[src/hw/rtl/mmla_pkg.sv]
// ----------------------------------------------------------------------------
// mmla_pkg: shared types and constants
// Observation record, sequencer states and fixed-point constants for the
// methylation mixture log-likelihood accumulator.
// ----------------------------------------------------------------------------
package mmla_pkg;

  localparam int unsigned FIFO_DEPTH_DEF = 4;

  localparam logic [27:0] LN2_Q28   = 28'd186065279;
  localparam logic [40:0] RATIO_CAP = 41'h100_0000_0000;
  localparam logic signed [47:0] SUM_MAX = 48'sh7FFF_FFFF_FFFF;
  localparam logic signed [47:0] SUM_MIN = -48'sh8000_0000_0000;

  localparam logic REG_METH_FRACTION = 1'b0;
  localparam logic REG_FLAT_PRIOR    = 1'b1;

  typedef struct packed {
    logic        last_obs;
    logic [31:0] map_error;
    logic [31:0] meth_prob;
    logic [31:0] unmeth_prob;
  } obs_t;

  typedef enum logic [4:0] {
    ST_IDLE, ST_MIX_A, ST_MIX_B, ST_MIX_C, ST_RES_A, ST_RES_B, ST_DIFF,
    ST_DIV_CHK, ST_DIV, ST_SQ0, ST_SQ1, ST_SQ2, ST_NORM, ST_LOGSQ,
    ST_LOGMUL, ST_LOGRND, ST_ACC
  } core_state_t;

  function automatic logic signed [47:0] sat_add(logic signed [47:0] a,
                                                 logic signed [48:0] b);
    logic signed [49:0] s;
    s = 50'(a) + 50'(b);
    if (s > 50'(SUM_MAX)) return SUM_MAX;
    if (s < 50'(SUM_MIN)) return SUM_MIN;
    return s[47:0];
  endfunction

endpackage

[src/hw/rtl/mmla_front.sv]
// ----------------------------------------------------------------------------
// mmla_front: input stage
// Accept observation items, unpack them into records and queue them for the
// arithmetic sequencer.
// ----------------------------------------------------------------------------
module mmla_front #(
  parameter int unsigned DEPTH = mmla_pkg::FIFO_DEPTH_DEF
) (
  input  logic          clk,
  input  logic          rst,
  input  logic          s_tvalid,
  output logic          s_tready,
  input  logic [95:0]   s_tdata,  // unmeth_prob, meth_prob, map_error
  input  logic          s_tlast,
  output mmla_pkg::obs_t obs,
  output logic          obs_valid,
  input  logic          obs_ready
);
  import mmla_pkg::*;

  localparam int unsigned PTR_W = (DEPTH > 1) ? $clog2(DEPTH) : 1;
  localparam int unsigned CNT_W = $clog2(DEPTH + 1);

  obs_t             mem [DEPTH];
  logic [PTR_W-1:0] wr_ptr;
  logic [PTR_W-1:0] rd_ptr;
  logic [CNT_W-1:0] count;
  logic             push;
  logic             pop;
  obs_t             in_obs;

  assign in_obs.unmeth_prob = s_tdata[31:0];
  assign in_obs.meth_prob   = s_tdata[63:32];
  assign in_obs.map_error   = s_tdata[95:64];
  assign in_obs.last_obs    = s_tlast;

  assign s_tready  = (count != CNT_W'(DEPTH));
  assign obs_valid = (count != '0);
  assign obs       = mem[rd_ptr];
  assign push      = s_tvalid && s_tready;
  assign pop       = obs_valid && obs_ready;

  always_ff @(posedge clk) begin
    if (push) begin
      mem[wr_ptr] <= in_obs;
    end
  end

  always_ff @(posedge clk) begin
    if (rst) begin
      wr_ptr <= '0;
      rd_ptr <= '0;
      count  <= '0;
    end else begin
      if (push) begin
        wr_ptr <= (wr_ptr == PTR_W'(DEPTH - 1)) ? '0 : wr_ptr + 1'b1;
      end
      if (pop) begin
        rd_ptr <= (rd_ptr == PTR_W'(DEPTH - 1)) ? '0 : rd_ptr + 1'b1;
      end
      count <= count + CNT_W'(push) - CNT_W'(pop);
    end
  end

endmodule

[config.mk]
export PLATFORM = sky130hd
export DESIGN_NAME = mmla_front
export DESIGN_NICKNAME = d
export VERILOG_FILES = /design/src/hw/rtl/mmla_pkg.sv /design/src/hw/rtl/mmla_front.sv
export SDC_FILE = /design/constraint.sdc
export NUM_CORES = 1
export LEC_CHECK = 0
export ABC_AREA = 1
export BUFFER_PORTS_ARGS = -buffer_cell sky130_fd_sc_hd__buf_2
export CORE_AREA = 2 2 176 178
export DETAILED_ROUTE_END_ITERATION = 6
export DIE_AREA = 0 0 178 180
export PLACE_DENSITY = 0.7
export SKIP_CTS_REPAIR_TIMING = 1
export SYNTH_ARGS = -nofsm -noshare
export SYNTH_HDL_FRONTEND = slang
export SYNTH_SLANG_ARGS = --single-unit
[constraint.sdc]
create_clock -name clk -period 9.15 [get_ports clk]
set_input_delay 0.915 -clock clk [delete_from_list [all_inputs] [get_ports clk]]
set_output_delay 0.915 -clock clk [all_outputs]
set_load 0.05 [all_outputs]
==> results of run 1 <==
per-layer routing:
metal | vias to the layer above | wire [um] | global-route usage [%]
li1 | 4148 | - | -
met1 | 4297 | 13200 | 26.0
met2 | 303 | 14700 | 30.3
met3 | 49 | 2500 | 4.80
met4 | 6 | 597 | 5.41
met5 | - | 36 | 0
layout make-up:
cell class	count	area [um^2]
Clock inverter	21	140
Tap cell	396	495
Inverter	14	57.6
Fill cell	2395	12900
Clock buffer	46	1040
Sequential cell	397	11800
Timing Repair Buffer	208	1060
Multi-Input combinational cell	527	2590
Antenna cell	8	20.0
placed cells by master (no fill, tap or decap), types with 2 or more instances in the layout:
| cell | count |
|---|---|
| inv_1 | 12 |
| o22ai_1 | 97 |
| clkinv_1 | 14 |
| ha_1 | 7 |
| o21ai_1 | 63 |
| nor2_1 | 207 |
| clkbuf_1 | 5 |
| diode_2 | 8 |
| clkbuf_16 | 41 |
| nand3b_1 | 2 |
| dfxtp_1 | 7 |
| nor2_4 | 4 |
| bufinv_16 | 2 |
| buf_2 | 199 |
| o21ai_0 | 131 |
| nand2_1 | 10 |
| dfxtp_4 | 2 |
| edfxtp_1 | 388 |
| clkinv_2 | 4 |
| buf_4 | 9 |
critical path: stages (launching register included):
cell,delay (ns)
dfxtp_4,0.60
inv_6,0.69
buf_4,0.87
o21ai_0,0.18
o22ai_1,0.22
buf_2,0.31
logic make-up after synthesis:
kind of cell | Yosys count | synth area share, %
flops | 397 | 79.8
compound gates | 293 | 10.7
simple gates | 225 | 5.77
buf+inv | 76 | 2.89
fa+ha+maj | 8 | 0.726
xor+xnor | 1 | 0.0591
stage by stage:
step,setup slack [ns],hold WS (ns),instances
2_1_floorplan,3.41,0.479,1000
3_3_place_gp,5.34,0.487,1542
3_5_place_dp,5.29,0.510,1542
4_1_cts,4.75,0.523,1609
5_1_grt,4.47,0.549,1612
6_report,4.76,0.517,1617
path summary, 6_finish.rpt:
path                            slack [ns]  cells after the start      start         end
worst max-delay path                  4.76                      5   register     obs[96]
worst max register to register        6.00                      5   count[1]  mem[3][71]
worst min register to register        0.52                      2  rd_ptr[0]    register
worst min-delay path                  0.52                      2  rd_ptr[0]    register
report_power, final:
group	leakage, nW	switching (W)	internal [W]	total [W]
clock	0.577	0.000611	0.000865	0.00148
combinational	1.79	0.00172	0.000451	0.00217
sequential	3.63	0.000134	0.00223	0.00237
sequential cells by signal, indices dropped and copies added, names as in the netlist, named ones only:
signal  flops
count       3
rd_ptr      2
mem       388
wr_ptr      2
==> flow_summary_export.csv, run 1 <==
group,metric,value,unit
synthesis,postSynthNetCount,1109,
cts,cts_buffers,40,
critical_path,cp-end-kind,"output port",
routing,vias_per_cell,5.44,
floorplanning,rows,64,
placement,io_buffers,199,
timing,hold_viol_final,0,
synthesis,synthFlopType,"edfxtp_1",
timing,fin_worst_skew,0.00740,ns
timing,drv_slew,0,
global_routing,grt_pass1_vias,8499,
final_layout,final_util,57.1,%
synthesis,yosysTopAreaCellShare,78.6,%
placement,dp_hpwl,17000,um
final_layout,fin_nets,1297,
floorplanning,initial_core_util,49.1,%
cts,cts_buffer_depth,3,
timing,setup_viol,0,
floorplanning,io_pins,200,
final_layout,fin_area,17300,um^2
timing,max_slew.worst_pin.slew,1.08,ns
pwr,cellPowerDensity,349,nW/um^2
critical_path,critical_path_class,"register to output port",
synthesis,synth-async-reset-ratio,0,%
pwr,p_leak,6.00,nW
synthesis,synth_area,14800,um^2
routing,drt-initial-drc-count,781,
synthesis,synth_edf_count,388,
final_layout,drive_gt1_share,21.8,%
pwr,power,0.00601,W
outcome,outcome,"finished clean",
placement,placed_cell_area,16000,um^2
routing,vias,8803,
cts,htreeDepth,2,
timing,period_minus_slack,4.39,ns
cts,clk_latency,0.51,ns
timing,period_share,48.0,%
global_routing,grt.overflow.total,0,
timing,rsz0062_at_grt,"false",
cts,tritoncts,"yes",
timing,finalSetupTns,0,ns
global_routing,antenna_found_initial,10,
synthesis,yosys-top-cells-count,"388 x edfxtp_1, 211 x nor2_1, 131 x o21ai_0",
critical_path,cp_max_fo,105,
timing,max_freq,228,MHz
routing,drc_errors,0,
run,drv_cap,0,
synthesis,yosys_register_bits,397,
placement,gp_congestion,0.724,
synthesis,ys_types,22,
synthesis,synth_area_leader_cell,"edfxtp_1",
floorplanning,die_y,180,um
routing,routed_wirelength,31000,um
critical_path,required,8.24,ns
cts,cts-root-buf,"clkbuf_16",
floorplanning,core,30200,um^2
critical_path,cp.arrival,3.47,ns
synthesis,yosysWarnings,0,
synthesis,synthTopCellsByArea,"edfxtp_1 79%, nor2_1 5.3%, o21ai_0 4.4%, o22ai_1 4.1%, o21ai_1 2.1%",
pwr,ir_worst_vdd,0.254,mV
routing,avgRoutedWirePerCell,19.2,um
synthesis,synth_most_common_cell,"edfxtp_1",
floorplanning,die-area,32000,um^2
synthesis,synth_area_per_cell,14.8,um^2
global_routing,grt_max_degree,107,
floorplanning,die_w,178,um
critical_path,cp-start-kind,"register",
cts,clock_sinks,397,
global_routing,grt_pass1_wl,47000,um
global_routing,grt_usage,19.0,%
synthesis,ys_seq_area_share,79.8,%
synthesis,synthCells,1000,
routing,first_pass_iters,4,
cts,clk_pin_slew,0.06,ns
min_path,hp-class,"register to register",
timing,relSlewSlack,27.7,%
final_layout,syn_to_final_growth,16.4,%
routing,ant_nets,0,
(Power assumes the default switching activity.)
==> run 2, diff against run 1 <==
ABC_AREA = 0   (was 1)
CORE_AREA = 2 2 174 176   (was 2 2 176 178)
DIE_AREA = 0 0 176 178   (was 0 0 178 180)
clock period = 4.1 ns   (was 9.15 ns; I/O delays follow)
==> flow_summary_export.csv, run 2 <==
group,metric,value,unit
outcome,outcome,"finished clean",
final_layout,mostFrequentLayoutCells,"388 x edfxtp_1, 199 x buf_2, 97 x mux4_2",
routing,routed_wirelength,25800,um
timing,period_share,72.8,%
pwr,combPwrFrac,29.1,%
final_layout,fillers,2085,
cts,cts-root-buf,"clkbuf_16",
synthesis,synth_most_common_cell,"edfxtp_1",
synthesis,yosys-top-cells-count,"388 x edfxtp_1, 97 x mux4_2, 11 x buf_2",
floorplanning,initial_core_util,49.2,%
placement,gp_congestion,0.762,
critical_path,cp-start-kind,"register",
routing,drc_errors,0,
cts,cts_buffer_depth,3,
pwr,sw_frac_of_total,33.5,%
pwr,intPower,0.00792,W
placement,io_buffers,199,
global_routing,antenna_found_initial,2,
timing,setup_viol,0,
synthesis,synth_edf_count,388,
final_layout,multiInputGateArea,2470,um^2
critical_path,slowest_delay,0.80,ns
critical_path,crit_slowest_cell,"dfxtp_4",
timing,hold_ws,0.113,ns
run,drv_cap,0,
floorplanning,core,29400,um^2
synthesis,postSynthNetCount,665,
routing,vias,6497,
global_routing,grt_pass1_wl,39900,um
cts,htreeDepth,2,
pwr,power,0.0119,W
timing,max_slew.worst_pin.slew,0.942,ns
floorplanning,die-area,31300,um^2
pwr,ir_worst_vdd,0.524,mV
critical_path,cp-end-kind,"output port",
critical_path,critical_path_class,"register to output port",
routing,drt-initial-drc-count,556,
final_layout,fin_area,17100,um^2
timing,fin_worst_skew,0.0145,ns
global_routing,grt_usage,16.8,%
synthesis,synthCells,556,
cts,clk_pin_slew,0.06,ns
pwr,p_leak,5.71,nW
floorplanning,rows,63,
synthesis,synthTopCellsByArea,"edfxtp_1 81%, mux4_2 15%, dfxtp_1 1.2%, ha_1 0.61%, buf_6 0.39%",
min_path,hold_depth,1,
critical_path,crit_chain,"buf_4, mux4_2, buf_2",
floorplanning,die_y,178,um
min_path,hp-class,"input port to register",
final_layout,reg_top3,"mem x388, count x3",
routing,vias_per_cell,5.42,
final_layout,syn_to_final_growth,18.5,%
floorplanning,io_pins,200,
critical_path,required,3.69,ns
global_routing,grt_pass1_vias,7093,
pwr,switchingPower,0.00399,W
cts,cts_buffers,40,
synthesis,ys_types,26,
final_layout,final_util,58.3,%
floorplanning,die_w,176,um
timing,hold_viol_final,0,
timing,relSlewSlack,37.2,%
synthesis,yosysTopAreaCellShare,80.6,%
synthesis,yosysWarnings,0,
cts,clock_sinks,397,
routing,first_pass_iters,5,
synthesis,yosys_register_bits,397,
synthesis,synth_area_per_cell,26.0,um^2
timing,rsz0062_at_grt,"false",
routing,avgRoutedWirePerCell,21.5,um
pwr,cellPowerDensity,695,nW/um^2
placement,dp_hpwl,15400,um
synthesis,synth_area_leader_cell,"edfxtp_1",
cts,clk_latency,0.51,ns
timing,finalSetupTns,0,ns
critical_path,cp_max_fo,34,
timing,max_freq,335,MHz
critical_path,cp.arrival,2.58,ns
timing,period_minus_slack,2.99,ns
global_routing,grt_max_degree,58,
final_layout,drive_gt1_share,44.9,%
final_layout,largest_reg_flops,388,
final_layout,fin_nets,890,
placement,placed_cell_area,16000,um^2
timing,drv_slew,0,
critical_path,r2r_cells,10,
synthesis,synth-async-reset-ratio,0,%
pwr,seqPwrFrac,43.5,%
cts,tritoncts,"yes",
global_routing,grt.overflow.total,0,
final_layout,top_register,"mem",
final_layout,final_common_cell,"edfxtp_1",
synthesis,synthFlopType,"edfxtp_1",
routing,ant_nets,0,
synthesis,ys_seq_area_share,81.9,%
pwr,p_clk_share,27.4,%
synthesis,synth_area,14500,um^2
final_layout,final-seq-area,11800,um^2
## run 2: cells by family (layout without fill, tap and decap cells)
logic type | count (synthesis) | in the layout | synth area share (%)
AOI/OAI and AO/OA | 4 | 4 | 0.208
xor gates and xnor gates | 1 | 1 | 0.0606
adders and majority gates | 8 | 8 | 0.745
buffers and inverters | 29 | 280 | 1.12
DFF | 397 | 397 | 81.9
muxes | 99 | 99 | 15.3
other | 0 | 2 | 0
and+or+nand+nor | 18 | 18 | 0.753
## run 2: critical path, delay by kind of cell, from the launching register on
| kind | cells | cell delay [ns] |
|---|---|---|
| buffers and inverters | 2 | 0.68 |
| DFF | 1 | 0.80 |
| muxes | 1 | 0.57 |
## run 2: worst paths after layout
check | from | endpoint | slack, ns
setup / recovery | register | obs[28] | 1.11
hold / removal | s_tdata[64] | mem[1][64] | 0.11
setup reg to reg | count[1] | count[2] | 1.54
hold reg to reg | rd_ptr[0] | register | 0.49
## run 2: cell type report
class / count / area share [%]
Clock inverter: 16 / 0.606
Tap cell: 390 / 2.85
Sequential cell: 397 / 69.1
Clock buffer: 52 / 6.23
Antenna cell: 2 / 0.0292
Timing Repair Buffer: 207 / 6.60
Inverter: 5 / 0.110
Multi-Input combinational cell: 130 / 14.4
## run 2: power groups by stage
stage / combinational, W / clock, W / sequential [W]
finish: 0.00347 / 0.00326 / 0.00519
detailed placement: 0.00351 / 0 / 0.00529
floorplan: 0.00282 / 0 / 0.00514
CTS: 0.00353 / 0.00335 / 0.00520
global route: 0.00365 / 0.00350 / 0.00524
global placement: 0.00348 / 0 / 0.00525
## run 2: per-stage QoR
stage	setup slack, ns	std cells
2_1_floorplan	1.53	556
3_3_place_gp	1.56	1129
3_5_place_dp	1.54	1129
4_1_cts	0.989	1197
5_1_grt	0.900	1197
6_report	1.11	1199
## run 2: routing by layer
metal / track usage, % / routed length [um] / vias up
met2: 27.8 / 12800 / 235
met3: 5.41 / 2230 / 36
met1: 22.0 / 10400 / 3383
met5: 0 / 27 / -
met4: 3.82 / 327 / 4
li1: - / - / 2839
